==> src/hdl/abq_pkg.sv <==
package abq_pkg;

    localparam int PAYLOAD_BYTES = 20;
    localparam int PAYLOAD_W     = PAYLOAD_BYTES * 8;
    localparam int SUM_W         = 13;
    localparam int TIMER_W       = 16;
    localparam int LEVEL_W       = 5;
    localparam int HDR_W         = 20;
    localparam int CSUM_IN_W     = 22;
    localparam int S_TDATA_W     = 224;
    localparam int M_TDATA_W     = 184;
    localparam logic [TIMER_W-1:0] TIMEOUT_RESET = 16'd15;

    typedef enum logic [1:0] {
        CMD_MSG  = 2'd0,
        CMD_PKT  = 2'd1,
        CMD_TICK = 2'd2
    } cmd_t;

    typedef enum logic [2:0] {
        STAT_IDLE    = 3'd0,
        STAT_SEND    = 3'd1,
        STAT_RETX    = 3'd2,
        STAT_QUEUED  = 3'd3,
        STAT_DROPPED = 3'd4,
        STAT_ACKED   = 3'd5,
        STAT_IGNORED = 3'd6
    } status_t;

    typedef enum logic [1:0] {
        PH_EMPTY  = 2'd0,
        PH_SUM    = 2'd1,
        PH_DECIDE = 2'd2
    } phase_t;

    // one queued message with its byte sum taken at enqueue time
    typedef struct packed {
        logic [SUM_W-1:0] sum;
        logic [31:0]      high;
        logic [63:0]      mid;
        logic [63:0]      low;
    } qentry_t;

endpackage

==> src/hdl/abq_queue_mem.sv <==
module abq_queue_mem #(
    parameter int DEPTH  = 16,
    parameter int ADDR_W = 4
) (
    input  logic                  clk,
    input  logic                  we,
    input  logic [ADDR_W-1:0]     waddr,
    input  abq_pkg::qentry_t      wdata,
    input  logic [ADDR_W-1:0]     raddr,
    output abq_pkg::qentry_t      rdata
);
    import abq_pkg::*;

    qentry_t mem_reg [DEPTH];
    qentry_t rdata_reg;

    always_ff @(posedge clk)
    begin
        if (we)
        begin
            mem_reg[waddr] <= wdata;
        end
        rdata_reg <= mem_reg[raddr];
    end

    assign rdata = rdata_reg;

endmodule

==> config.mk <==
export PLATFORM = sky130hd
export DESIGN_NAME = abq_queue_mem
export DESIGN_NICKNAME = d
export VERILOG_FILES = /design/src/hdl/abq_pkg.sv /design/src/hdl/abq_queue_mem.sv
export SDC_FILE = /design/constraint.sdc
export NUM_CORES = 2
export LEC_CHECK = 0
export ABC_AREA = 1
export BUFFER_PORTS_ARGS = -buffer_cell sky130_fd_sc_hd__buf_2
export CAP_MARGIN = 40
export CORE_MARGIN = 4
export CORE_UTILIZATION = 37
export CTS_BUF_LIST = sky130_fd_sc_hd__clkbuf_16
export CTS_CLUSTER_SIZE = 40
export DETAILED_ROUTE_END_ITERATION = 6
export GPL_ROUTABILITY_DRIVEN = 0
export PLACE_DENSITY_LB_ADDON = 0.1
export SYNTH_ARGS = -nofsm -noshare
export SYNTH_HDL_FRONTEND = slang
export SYNTH_SLANG_ARGS = --single-unit
==> constraint.sdc <==
create_clock -name clk -period 28.7 [get_ports clk]
set_clock_uncertainty 0.15 [all_clocks]
set_input_delay 7.175 -clock clk [delete_from_list [all_inputs] [get_ports clk]]
set_output_delay 7.175 -clock clk [all_outputs]
set_load 0.01 [all_outputs]
==> Implementation_results.wiki <==
{| class="wikitable"
! Metric !! Value
|-
| RSZ-0062 raised after global routing || no
|-
| Via count of the first global-routing pass || 74,800
|-
| Path type of the worst min-delay path || register to register
|-
| Synthesized-area fraction occupied by adder cells || 0%
|-
| DR iter-0 viols || 5,927
|-
| Initial antenna violation count || 88
|-
| Dominant synthesized flop cell || sky130_fd_sc_hd__edfxtp_1
|-
| Final critical-path required period || 10.57 ns
|-
| WS Path Type || primary input to register
|-
| Number of hold buffers added after CTS || 0
|-
| Longest individual stage delay on the worst path || 0.75 ns
|-
| Total die area || 0.329 mm²
|-
| Largest register FFs || 2,768
|-
| Max Clk Rate || 94.6 MHz
|-
| Post-synthesis instance total || 10,500
|-
| Cell with the most instances on the worst path || sky130_fd_sc_hd__nand3_1
|-
| Buf+Inv Stages, Crit Path || 7
|-
| Number of pins with negative max-slew slack in the final report || 0
|-
| Die width || 573 µm
|-
| Cell types occupying the most area after synthesis || sky130_fd_sc_hd__edfxtp_1 70%, sky130_fd_sc_hd__nand2_1 12%, sky130_fd_sc_hd__nand3_1 8.4%
|-
| Outcome || completed
|-
| Dominant combinational cell family by area after synthesis || simple AND/OR/NAND/NOR gates
|-
| Maximum net fanout on the critical path || 205
|-
| Syn Std Cell Area || 0.118 mm²
|-
| Number of nets at the end of the flow || 11,000
|-
| Area share of the largest cell type after synthesis || 70.3%
|-
| Total GRT Usage || 20.6%
|-
| Final hold violations || 0
|-
| Synthesized area per cell || 11.2 µm²
|-
| Fraction of layout cells with a size suffix above 1 || 9.23%
|-
| Post-CTS setup buffers || 0
|-
| DR vias || 75,900
|-
| Core footprint || 0.318 mm²
|-
| Critical path required time || 29.32 ns
|-
| Portion of the clock cycle consumed by the worst path in the final layout || 36.8%
|-
| Worst Setup End Kind || register
|-
| Most instantiated cells after synthesis || 3,799 x sky130_fd_sc_hd__nand2_1, 2,768 x sky130_fd_sc_hd__edfxtp_1, 1,981 x sky130_fd_sc_hd__nand3_1
|-
| Fraction of registers with async set/reset || 0%
|-
| Library cells used by synthesis || 13
|-
| Final setup viols || 0
|-
| Total of flip-flops plus latches after synthesis || 2,941
|-
| Starting utilization of the core area || 37.2%
|-
| Worst path arrival time || 11.20 ns
|-
| Leading cell type by number of instances after synthesis || sky130_fd_sc_hd__nand2_1
|-
| Maximum vdd ir drop || 0.0379 mV
|-
| Post-synthesis simple-gate area fraction || 20.7%
|-
| Sequence of cells on the critical path || buf_8, inv_8, buf_12, buf_4, buf_16, buf_4, buf_12, nand2_1, nand3_1, nand3_1, nand3_1, nand2_1
|-
| Number of vias per cell after detailed routing || 4.95
|-
| Wirelength, routed || 347 mm
|-
| Compound-cell area share of the yosys netlist || 0%
|-
| Wire length of the first global-routing pass || 510 mm
|-
| Resized Gates After CTS || 0
|-
| Max Root-Sink Buffers || 4
|-
| Num CTS Buffers || 329
|-
| Cell type contributing the most total cell area after synthesis || sky130_fd_sc_hd__edfxtp_1
|-
| Area used by sequential logic in the layout || 0.0866 mm²
|-
| Worst hold margin || 0.496 ns
|-
| Sort of element at the start of the critical path || primary input
|-
| Pin count of the biggest net entering global routing || 230
|-
| Kind of cell with the highest combined delay on the critical path || buffers and inverters
|-
| Number of nets produced by synthesis || 10,700
|-
| Drt first pass iters || 6
|-
| Count of standard-cell rows || 207
|-
| Root buffer cell || sky130_fd_sc_hd__clkbuf_16
|-
| Area used by multi-input combinational logic || 0.0246 mm²
|-
| Crit-path slowest cell || sky130_fd_sc_hd__inv_8
|-
| Total of buffers placed on input and output ports || 355
|-
| Sink Count || 2,941
|-
| Maximum capacitance violations || 0
|-
| Vertical die dimension || 573 µm
|-
| Sequential area share after synthesis || 73.3%
|-
| Yosys warnings || 0
|-
| HPWL after detailed placement || 179 mm
|-
| Clock transition at the registers of the reported paths || 0.06 ns
|-
| Pwr Density || 69.1 mW/mm²
|-
| DR WL/cell || 22.6 µm
|-
| Later-pin clock latency in the skew report || 0.91 ns
|-
| Number of enable flip-flop cells after synthesis || 2,768
|-
| Mux share of post-synthesis cell area || 0%
|-
| Drc violations || 0
|-
| Top-level port count || 356
|-
| Area grow syn2layout || 14.8%
|-
| Slew @ Worst Pin || 1.25 ns
|-
| Post-route ant nets || 0
|-
| Overflow after GRT || 0
|-
| XOR/XNOR Fraction of Synth Area || 0%
|-
| Leakage power || 0.0547 µW
|-
| Clock tree from TritonCTS || yes
|-
| Layout filler cell count || 30,000
|-
| Setup TNS Final || 0 ns
|-
| Rel. slew slack || 16.7%
|-
| Maximum level of the CTS H-tree || 5
|}
==> final timing paths <==
| path | cells past startpoint | slack [ns] | start | to |
|---|---|---|---|---|
| max | 12 | 18.13 | raddr[0] | rdata[133]$_DFF_P_ |
| min | 6 | 0.50 | mem_reg[10][81]$_DFFE_PP_ | rdata[81]$_DFF_P_ |
| max reg2reg | 6 | 27.25 | mem_reg[10][64]$_DFFE_PP_ | rdata[64]$_DFF_P_ |
| min reg2reg | 6 | 0.50 | mem_reg[10][81]$_DFFE_PP_ | rdata[81]$_DFF_P_ |
==> area by class of cell <==
| type | instances | share of cell area (%) |
|---|---|---|
| inverters | 1185 | 3.30 |
| flip-flops and latches | 2941 | 63.8 |
| multi-input cells | 5830 | 18.1 |
| repair buffers | 554 | 3.40 |
| diodes | 35 | 0.0645 |
| clock buffers | 334 | 6.16 |
| well taps | 4180 | 3.85 |
| clock inverters | 271 | 1.32 |
==> through the flow <==
step | utilization, % | instance area (µm²) | worst slack [ns] | power (µW) | std cells
after floorplan | - | 118000 | 13.27 | 5240 | 10500
after CTS | 42.6 | 136000 | 18.19 | 9500 | 15300
after global placement | 38.9 | 124000 | 16.74 | 5490 | 14600
after global routing | 42.7 | 136000 | 17.91 | 9760 | 15300
final | 42.7 | 136000 | 18.13 | 9380 | 15300
after detailed placement | 39.4 | 125000 | 17.20 | 5510 | 14700
==> where the power goes <==
group | switching [µW] | total, µW | internal, µW
Sequential | 37.4 | 4840 | 4800
Combinational | 415 | 572 | 156
Clock | 1730 | 3970 | 2240
Total | 2180 | 9380 | 7200
==> per-layer routing <==
metal	share of wire [%]	GRT usage, %
met2	47	33.9
met4	2.4	5.21
met3	5.6	3.63
met1	45	28.5
met5	0.052	0
==> worst reg2reg max path: cells and delay by family (launching register included) <==
family	cells	cell delay, ns
simple gates	5	0.67
flops	1	0.35
buf+inv	1	0.06
==> cells by family (layout without fill, tap and decap cells) <==
| family | after synthesis | count (layout) |
|---|---|---|
| and+or+nand+nor | 5830 | 5830 |
| DFF | 2941 | 2941 |
| other | 0 | 35 |
| buffers and inverters | 1760 | 2344 |
==> layout by cell type (no fill, tap or decap) <==
cell                         instances
sky130_fd_sc_hd__inv_16              1
sky130_fd_sc_hd__buf_12             32
sky130_fd_sc_hd__clkinv_8           10
sky130_fd_sc_hd__nand3_1          1981
sky130_fd_sc_hd__buf_16             45
sky130_fd_sc_hd__or2_2              31
sky130_fd_sc_hd__clkinvlp_4          5
sky130_fd_sc_hd__clkinv_16           6
sky130_fd_sc_hd__bufinv_16          14
sky130_fd_sc_hd__nor2_4             16
sky130_fd_sc_hd__nand3b_1            2
sky130_fd_sc_hd__inv_6               7
sky130_fd_sc_hd__buf_4             122
sky130_fd_sc_hd__clkinv_4            1
sky130_fd_sc_hd__clkinv_2           43
sky130_fd_sc_hd__inv_1            1273
sky130_fd_sc_hd__diode_2            35
sky130_fd_sc_hd__buf_2             351
sky130_fd_sc_hd__dfxtp_1           173
sky130_fd_sc_hd__nand2_1          3799
sky130_fd_sc_hd__nor2_1              1
sky130_fd_sc_hd__clkbuf_16         334
sky130_fd_sc_hd__buf_8               4
sky130_fd_sc_hd__clkinv_1           92
sky130_fd_sc_hd__edfxtp_1         2768
sky130_fd_sc_hd__inv_8               4
(Power assumes the default switching activity.)
