### src/hdl/abq_pkg.sv
package abq_pkg;

    localparam int PAYLOAD_BYTES = 20;
    localparam int PAYLOAD_W     = PAYLOAD_BYTES * 8;
    localparam int SUM_W         = 13;
    localparam int TIMER_W       = 16;
    localparam int LEVEL_W       = 5;
    localparam int HDR_W         = 20;
    localparam int CSUM_IN_W     = 22;
    localparam int S_TDATA_W     = 224;
    localparam int M_TDATA_W     = 184;
    localparam logic [TIMER_W-1:0] TIMEOUT_RESET = 16'd15;

    typedef enum logic [1:0] {
        CMD_MSG  = 2'd0,
        CMD_PKT  = 2'd1,
        CMD_TICK = 2'd2
    } cmd_t;

    typedef enum logic [2:0] {
        STAT_IDLE    = 3'd0,
        STAT_SEND    = 3'd1,
        STAT_RETX    = 3'd2,
        STAT_QUEUED  = 3'd3,
        STAT_DROPPED = 3'd4,
        STAT_ACKED   = 3'd5,
        STAT_IGNORED = 3'd6
    } status_t;

    typedef enum logic [1:0] {
        PH_EMPTY  = 2'd0,
        PH_SUM    = 2'd1,
        PH_DECIDE = 2'd2
    } phase_t;

    // one queued message with its byte sum taken at enqueue time
    typedef struct packed {
        logic [SUM_W-1:0] sum;
        logic [31:0]      high;
        logic [63:0]      mid;
        logic [63:0]      low;
    } qentry_t;

endpackage

### src/hdl/abq_byte_sum.sv
module abq_byte_sum (
    input  logic [abq_pkg::PAYLOAD_W-1:0] payload,
    output logic [abq_pkg::SUM_W-1:0]     sum
);
    import abq_pkg::*;

    localparam int PAIRS = PAYLOAD_BYTES / 2;
    localparam int QUADS = PAIRS / 2;

    logic [8:0]  pair_sum [PAIRS];
    logic [9:0]  quad_sum [QUADS];

    // pairwise adder tree, five partial sums at the last level
    always_comb
    begin
        for (int i = 0; i < PAIRS; i++)
        begin
            pair_sum[i] = {1'b0, payload[16*i +: 8]} + {1'b0, payload[16*i+8 +: 8]};
        end
        for (int j = 0; j < QUADS; j++)
        begin
            quad_sum[j] = {1'b0, pair_sum[2*j]} + {1'b0, pair_sum[2*j+1]};
        end
        sum = {3'b0, quad_sum[0]} + {3'b0, quad_sum[1]} + {3'b0, quad_sum[2]}
            + {3'b0, quad_sum[3]} + {3'b0, quad_sum[4]};
    end

endmodule

### config.mk
export PLATFORM = sky130hd
export DESIGN_NAME = abq_byte_sum
export DESIGN_NICKNAME = d
export VERILOG_FILES = /design/src/hdl/abq_pkg.sv /design/src/hdl/abq_byte_sum.sv
export SDC_FILE = /design/constraint.sdc
export NUM_CORES = 1
export LEC_CHECK = 0
export BUFFER_PORTS_ARGS = -buffer_cell sky130_fd_sc_hd__buf_2
export CAP_MARGIN = 20
export CELL_PAD_IN_SITES_DETAIL_PLACEMENT = 0
export CELL_PAD_IN_SITES_GLOBAL_PLACEMENT = 2
export CORE_UTILIZATION = 27
export DETAILED_ROUTE_END_ITERATION = 10
export PLACE_DENSITY = 0.81
export SETUP_SLACK_MARGIN = 0.15
export SLEW_MARGIN = 20
export SYNTH_ARGS = -nofsm -noshare
export SYNTH_HDL_FRONTEND = slang
export SYNTH_SLANG_ARGS = --single-unit
### constraint.sdc
create_clock -name vclk -period 6.9
set_clock_uncertainty 0.05 [all_clocks]
set_input_delay 1.035 -clock vclk [all_inputs]
set_output_delay 1.035 -clock vclk [all_outputs]
set_load 0.005 [all_outputs]
==> results of run 1 <==
## cells in the final DEF, fill, tap and decap left out, types with 2 or more instances in the layout
cell and count:
inv_1 220, buf_2 168, nand3_1 4, buf_6 11, nand4_1 2, fa_1 136, nand2_1 3, ha_1 24
a31oi_1 2, ha_4 5, inv_2 13, o21bai_1 2, nor2_1 3, a311oi_2 2, fa_2 2, xnor2_1 4
a21oi_4 4, buf_4 20, a21oi_2 3
## cell families after synthesis
kind of cell               count (synthesis)  share of synthesized area (%)
buffers and inverters                    236                           20.3
adders and majority gates                168                           71.4
AOI/OAI and AO/OA                         27                           4.89
and+or+nand+nor                           19                           2.22
xor gates and xnor gates                   6                           1.19
## path summary, 6_finish.rpt
path / cells after the start / slack [ps] / from / end
worst max-delay path: 21 / -300 / payload[138] / sum[11]
worst min-delay path: 3 / 2350 / payload[152] / sum[0]
## worst max-delay path: cells and delay by family
family                     cells  cell delay (ps)
AOI/OAI and AO/OA              3              490
xor gates and xnor gates       1              150
adders and majority gates      8             3850
buffers and inverters          9              610
## per-layer routing
metal | wire length, um | GRT usage, % | part of all wire (%)
met4 | 40 | 0.479 | 0.41
met3 | 711 | 1.61 | 7.3
met1 | 3780 | 15.0 | 39
met2 | 5130 | 23.4 | 53
met5 | 27 | 0 | 0.28
## what timing repair did
item,in CTS,in global routing
endpoints found under the setup margin,10,11
gates resized for setup,31,22
pin swaps,34,29
buffers inserted,3,4
## through the flow
| stage | setup TNS [ps] | utilization [%] | hold WS (ps) | cells | area (sq um) |
|---|---|---|---|---|---|
| floorplan | -17.2 | - | 2140 | 456 | 4420 |
| global placement | -2370 | 35.8 | 2330 | 863 | 5690 |
| detailed placement | -2540 | 35.8 | 2340 | 863 | 5690 |
| CTS | -2580 | 36.9 | 2340 | 866 | 5870 |
| global route | -3710 | 37.6 | 2380 | 870 | 5970 |
| finish | -1800 | 37.6 | 2350 | 870 | 5970 |
## cell type report
type / instances / area [sq um] / share of cell area [%]
multi-input cells: 220 / 3690 / 61.8
well taps: 216 / 270 / 4.53
repair buffers: 200 / 1130 / 18.9
inverters: 234 / 881 / 14.8
==> summary.md, run 1 <==
| Metric | Value |
|---|---|
| Status | finished with violations |
| Violated checks | negative setup slack |
| Slew HR | 79.7% |
| First-pass GRT wire length | 16,600 um |
| Synth top cells by count | inv_1, fa_1, ha_1 |
| Syn nets | 784 |
| Initial antenna violation count | 2 |
| Period minus WS final | 7200 ps |
| Register area | 0 sq um |
| Global route overflow | 0 |
| Initial DRT Pass Iterations | 4 |
| Final worst slack | -297 ps |
| CP Max Fanout | 3 |
| Area contributors post-synth | fa_1, inv_1, ha_1 |
| Synth top area share | 62.8% |
| Final hold vios | 0 |
| Layout cells sized above 1 | 37.3% |
| Die area | 16,800 sq um |
| Required @ worst endpoint | 5810 ps |
| Unrepaired setup endpoints after global routing | true |
| Clk_buf instances | 0 |
| Crit-path slowest cell | fa_1 |
| Initial DRC count | 65 |
| Crit-path max cell delay | 530 ps |
| YS warnings | 0 |
| Worst Tran Pin Value | 304 ps |
| Post-Syn Area per Cell | 9.64 sq um |
| Routed Antenna Nets | 0 |
| Port bufs | 173 |
| Finish-stage setup viols | 9 |
| Post-CTS Hold Buffers | 0 |
| DRC viols | 0 |
| Total track usage | 12.1% |
| WS Path Type | primary input to output port |
| Post-synth cell types | 34 |
| Final period util | 104% |
| Sequential fraction of the synthesis area | 0% |
| Rows | 46 |
| Max-slew violations | 0 |
| Critical path arrival | 6110 ps |
| Hpwl dp | 9580 um |
| Most area-hungry cell type in the Yosys netlist | fa_1 |
| Crit-path cells | buf_6 -> inv_2 -> fa_1 -> inv_1 -> fa_1 -> inv_2 -> fa_1 -> fa_1 -> inv_1 -> fa_1 -> inv_1 -> fa_1 -> fa_1 -> inv_2 -> buf_6 -> fa_2 -> a21oi_4 -> o22ai_2 -> o221ai_2 -> xnor2_1 -> buf_2 |
| Initial core utilization | 27.7% |
| Final Net Count | 984 |
| Fillers | 1,643 |
| Via density | 3.91 |
| HP Class | primary input to output port |
| Gpl congestion | 0.808 |
| Top-count cell post-synth | inv_1 |
| Fmax | 139 MHz |
| Ant diodes | 0 |
| WL/cell | 11.1 um |
| Maxcap violations | 0 |
| FFs & Latches | 0 |
| Startpoint types | primary input |
| I/O pins | 173 |
| Largest net degree at the start of global routing | 11 |
| Nature of the critical path endpoint | output port |
| Die W | 130 um |
| Final WL | 9700 um |
| Core Area | 15,900 sq um |
| Die height | 130 um |
| CP most frequent cell | fa_1 |
| P&R area growth vs syn | 35.7% |
| Netlist Area Pre-Place | 4400 sq um |
| Vias | 3,402 |
| Vias in the first global route | 3,846 |
| Pre-CTS WS | -402 ps |
| Post-Syn Instances | 456 |
Power of run 1 is not shown: default switching activity piles up to over one toggle a cycle in this logic, so the estimate is an artifact.
==> run 2: changes to the inputs <==
--- a/config.mk
+++ b/config.mk
@@ -12,6 +12,7 @@
 export CORE_UTILIZATION = 27
 export DETAILED_ROUTE_END_ITERATION = 10
 export PLACE_DENSITY = 0.81
+export REMOVE_ABC_BUFFERS = 1
 export SETUP_SLACK_MARGIN = 0.15
 export SLEW_MARGIN = 20
 export SYNTH_ARGS = -nofsm -noshare
==> summary.md, run 2 (same netlist as run 1, synthesis figures left out) <==
| Metric | Value |
|---|---|
| Violated checks | negative setup slack |
| Maxcap violations | 0 (unchanged) |
| Die height | 130 um (unchanged) |
| Initial DRT Pass Iterations | 4 (unchanged) |
| Via density | 3.88 (-0.89%) |
| Final period util | 105% (+0.41 points) |
| GR peak layer | met2 |
| DRC viols | 0 (unchanged) |
| M1 GR Usage | 14.6% (-0.44 points) |
| Vias in the first global route | 3,794 (-1.4%) |
| Register area | 0 sq um (unchanged) |
| Finish-stage setup viols | 9 (unchanged) |
| Gpl congestion | 0.797 (-1.3%) |
| First-pass GRT wire length | 16,400 um (-1.2%) |
| Initial antenna violation count | 2 (unchanged) |
| WL/cell | 11.3 um (+1.6%) |
| Commonest non-fill, non-tap cell in the layout | inv_1 |
| Initial DRC count | 35 (-46%) |
| Status | finished with violations |
| Port bufs | 173 (unchanged) |
| Worst Tran Pin Value | 324 ps (+20.5 ps) |
| I/O pins | 173 (unchanged) |
| Core Area | 15,900 sq um (unchanged) |
| Max-slew violations | 0 (unchanged) |
| Fmax | 138 MHz (-0.39%) |
| Slew HR | 78.3% (-1.4 points) |
| M3 GR Usage | 1.45% (-0.17 points) |
| CP Max Fanout | 3 (unchanged) |
| Setup TNS | -2220 ps (-422 ps) |
| Routed Antenna Nets | 0 (unchanged) |
| Layout cells sized above 1 | 35.2% (-2.1 points) |
| Die area | 16,800 sq um (unchanged) |
| Clk_buf instances | 0 (unchanged) |
| HP Class | primary input to output port |
| Rows | 46 (unchanged) |
| Met2 Use GR | 24.2% (+0.79 points) |
| Nature of the critical path endpoint | output port |
| Total track usage | 12.1% (-0.022 points) |
| Die W | 130 um (unchanged) |
| Final worst slack | -326 ps (-28.1 ps) |
| Startpoint types | primary input |
| Global route overflow | 0 (unchanged) |
| Hpwl dp | 9600 um (+0.20%) |
| Unrepaired setup endpoints after global routing | true |
| Critical path arrival | 6140 ps (+30 ps) |
| Vias | 3,364 (-1.1%) |
| WS Path Type | primary input to output port |
| Final WL | 9830 um (+1.4%) |
| Period minus WS final | 7230 ps (+28.1 ps) |
| P&R area growth vs syn | 33.1% |
| Commonest non-fill, non-tap cells in the layout | inv_1, buf_2, fa_1, ha_1, buf_4 |
| Largest net degree at the start of global routing | 11 (unchanged) |
| Final Net Count | 981 (-0.30%) |
| Initial core utilization | 27.7% (unchanged) |
| Required @ worst endpoint | 5810 ps (about the same) |
| Final hold vios | 0 (unchanged) |
| WHS | 2330 ps (-14.8 ps) |
| FFs & Latches | 0 (unchanged) |
==> run 2: cell count changes in the layout (fill, tap and decap cells not counted), moves of 2 or more <==
cell   before  now
inv_2      13   10
inv_1     220  224
buf_4      20   23
buf_6      11    5
ha_1       24   26
==> run 2: area by class of cell <==
cell class | instances | area [sq um]
Antenna cell | 1 | 2.50
Inverter | 234 | 878
Timing Repair Buffer | 197 | 1070
Fill cell | 1683 | 10000
Multi-Input combinational cell | 220 | 3630
Tap cell | 216 | 270
==> run 2: per-stage QoR <==
step	instance area (sq um)	util, %	cells	worst slack, ps
2_1_floorplan	4380	-	454	-64.4
3_3_place_gp	5660	35.6	862	-416
3_5_place_dp	5660	35.6	862	-418
4_1_cts	5800	36.5	866	-401
5_1_grt	5850	36.8	867	-489
6_report	5850	36.8	868	-326
==> run 2: path summary, 6_finish.rpt <==
path                  endpoint         start  cells past startpoint
worst max-delay path    sum[9]  payload[138]                     21
worst min-delay path    sum[0]  payload[152]                      3
==> run 2: worst max-delay path, cell delays in order <==
cell     delay (ps)
buf_6            70
inv_2            30
fa_1            520
inv_1            50
fa_1            500
inv_2            40
fa_1            490
fa_1            500
inv_1            60
fa_1            500
inv_1            50
fa_1            460
fa_1            540
inv_2            60
buf_6           110
fa_2            360
a21oi_4         200
o21ai_1         120
a31o_2          260
nand3_1          70
buf_2           110
==> run 2: repair_timing <==
action / CTS / global route
setup endpoints to repair: 10 / 11
cloned: 0 / 0
pin swaps: 27 / 20
gates resized for setup: 19 / 14
hold buffers: 0 / 0
buffers inserted: 4 / 1
==> run 2: routing by layer <==
metal  vias up  part of all wire, %
met4         2                    0
met3         2                  7.3
met2       126                   54
met1      1620                   39
met5         -                 0.13
li1       1614                    -
Power of run 2 is left out for the same reason.
==> run 3: changes to the inputs <==
--- a/config.mk
+++ b/config.mk
@@ -9,6 +9,7 @@
 export CAP_MARGIN = 20
 export CELL_PAD_IN_SITES_DETAIL_PLACEMENT = 0
 export CELL_PAD_IN_SITES_GLOBAL_PLACEMENT = 2
+export CORE_MARGIN = 1.5
 export CORE_UTILIZATION = 27
 export DETAILED_ROUTE_END_ITERATION = 10
 export PLACE_DENSITY = 0.81
==> summary.md, run 3 (same netlist as run 1, synthesis figures left out) <==
| Metric | Value |
|---|---|
| WHS Endpoint | sum[0] |
| Largest net degree at the start of global routing | 11 (unchanged) |
| Final worst slack | -390 ps (-64.9 ps) |
| Fin util | 36.8% (about the same) |
| Hold Path Origin | payload[152] |
| Violated checks | negative setup slack |
| Clk_buf instances | 0 (unchanged) |
| Initial DRC count | 54 (+54%) |
| DP Area | 5650 sq um (-0.13%) |
| Final period util | 106% (+0.94 points) |
| Fmax | 137 MHz (-0.89%) |
| Unrepaired setup endpoints after global routing | true |
| Startpoint types | primary input |
| Fillers | 1,646 (-2.2%) |
| Gpl congestion | 0.797 (about the same) |
| Core Area | 15,900 sq um (unchanged) |
| Slew HR | 80.7% (+2.4 points) |
| Worst Tran Pin Value | 288 ps (-36.2 ps) |
| Hpwl dp | 9650 um (+0.59%) |
| Initial core utilization | 27.7% (unchanged) |
| Initial antenna violation count | 3 (+1) |
| Commonest non-fill, non-tap cell in the layout | inv_1 |
| Vias | 3,351 (-0.39%) |
| Layout cells sized above 1 | 35.0% (-0.15 points) |
| Port bufs | 173 (unchanged) |
| CP Max Fanout | 3 (unchanged) |
| Max-slew violations | 0 (unchanged) |
| M3 GR Usage | 1.75% (+0.31 points) |
| Die height | 131 um (+0.77%) |
| Total track usage | 11.8% (-0.31 points) |
| Via density | 3.87 (about the same) |
| Status | finished with violations |
| Met2 Use GR | 23.0% (-1.2 points) |
| GR peak layer | met2 |
| Final Net Count | 978 (-0.31%) |
| WS Path Type | primary input to output port |
| I/O pins | 173 (unchanged) |
| Hold Path Depth | 3 (unchanged) |
| P&R area growth vs syn | 33.0% (about the same) |
| Initial DRT Pass Iterations | 4 (unchanged) |
| FFs & Latches | 0 (unchanged) |
| M1 GR Usage | 14.5% (-0.047 points) |
| Final WL | 9790 um (-0.41%) |
| Rows | 46 (unchanged) |
| Vias in the first global route | 3,819 (+0.66%) |
| Cell area after layout | 5850 sq um (about the same) |
| Critical path arrival | 6210 ps (+70 ps) |
| Final hold vios | 0 (unchanged) |
| Required @ worst endpoint | 5810 ps (about the same) |
| Die area | 17,100 sq um (+1.5%) |
| Die W | 131 um (+0.77%) |
| Global route overflow | 0 (unchanged) |
| Routed Antenna Nets | 0 (unchanged) |
| Period minus WS final | 7290 ps (+64.9 ps) |
| Nature of the critical path endpoint | output port |
| First-pass GRT wire length | 16,500 um (+0.38%) |
| Maxcap violations | 0 (unchanged) |
| Commonest non-fill, non-tap cells in the layout | inv_1, buf_2, fa_1, ha_1, buf_4 |
| HP Class | primary input to output port |
| WL/cell | 11.3 um (about the same) |
| Register area | 0 sq um (unchanged) |
| DRC viols | 0 (unchanged) |
| Finish-stage setup viols | 8 (-1) |
| Combined area of the multi-input logic cells | 3660 sq um (+0.97%) |
[run 3: changes by cell type in the layout (fill, tap and decap cells not counted), sizes merged]
cell	previous run	this run
buf	197	194
[run 3: area by class of cell]
class	count	share of cell area, %
inverter	234	15.0
tap	216	4.62
multi-input combinational	220	62.6
antenna	1	0.0428
timing repair buffer	194	17.7
[run 3: metal layers]
layer	wire (um)	share of wire, %	vias to the layer above
met1	3770	38	1610
met5	13	0.13	-
met2	5180	53	128
met4	22	0.22	2
li1	-	-	1607
met3	812	8.3	4
[run 3: worst max-delay path, stage by stage]
cell and delay (ps):
buf_2 110, fa_1 530, inv_1 60, fa_1 470, fa_1 520, inv_1 60, fa_1 550, fa_1 440
inv_2 80, fa_2 440, fa_1 510, inv_2 60, buf_4 140, fa_2 410, a21oi_4 210, buf_4 140
inv_1 40, a21oi_2 130, xnor2_1 130, buf_2 140
[run 3: worst max path at each step]
stage	from	slack [ps]	to	cells past startpoint
after floorplan	payload[127]	-60	sum[10]	18
after global placement	payload[99]	-420	sum[12]	18
after detailed placement	payload[122]	-450	sum[11]	20
after CTS	payload[138]	-400	sum[10]	20
after global routing	payload[138]	-600	sum[11]	21
final	payload[98]	-390	sum[5]	20
[run 3: repair_timing]
action / in CTS / in global routing
pin swaps: 26 / 17
gates resized for setup: 20 / 12
hold buffers: 0 / 0
setup endpoints to repair: 10 / 11
setup buffers: 2 / 1
[run 3: metrics by stage]
| stage | setup TNS, ps | cells | setup WS (ps) | hold WS, ps |
|---|---|---|---|---|
| after floorplan | -64.4 | 454 | -64.4 | 2140 |
| after global placement | -2830 | 861 | -424 | 2340 |
| after detailed placement | -3090 | 861 | -455 | 2330 |
| after CTS | -2560 | 863 | -397 | 2340 |
| after global routing | -4450 | 865 | -601 | 2350 |
| final | -2590 | 865 | -390 | 2340 |
Power of run 3 is left out for the same reason.
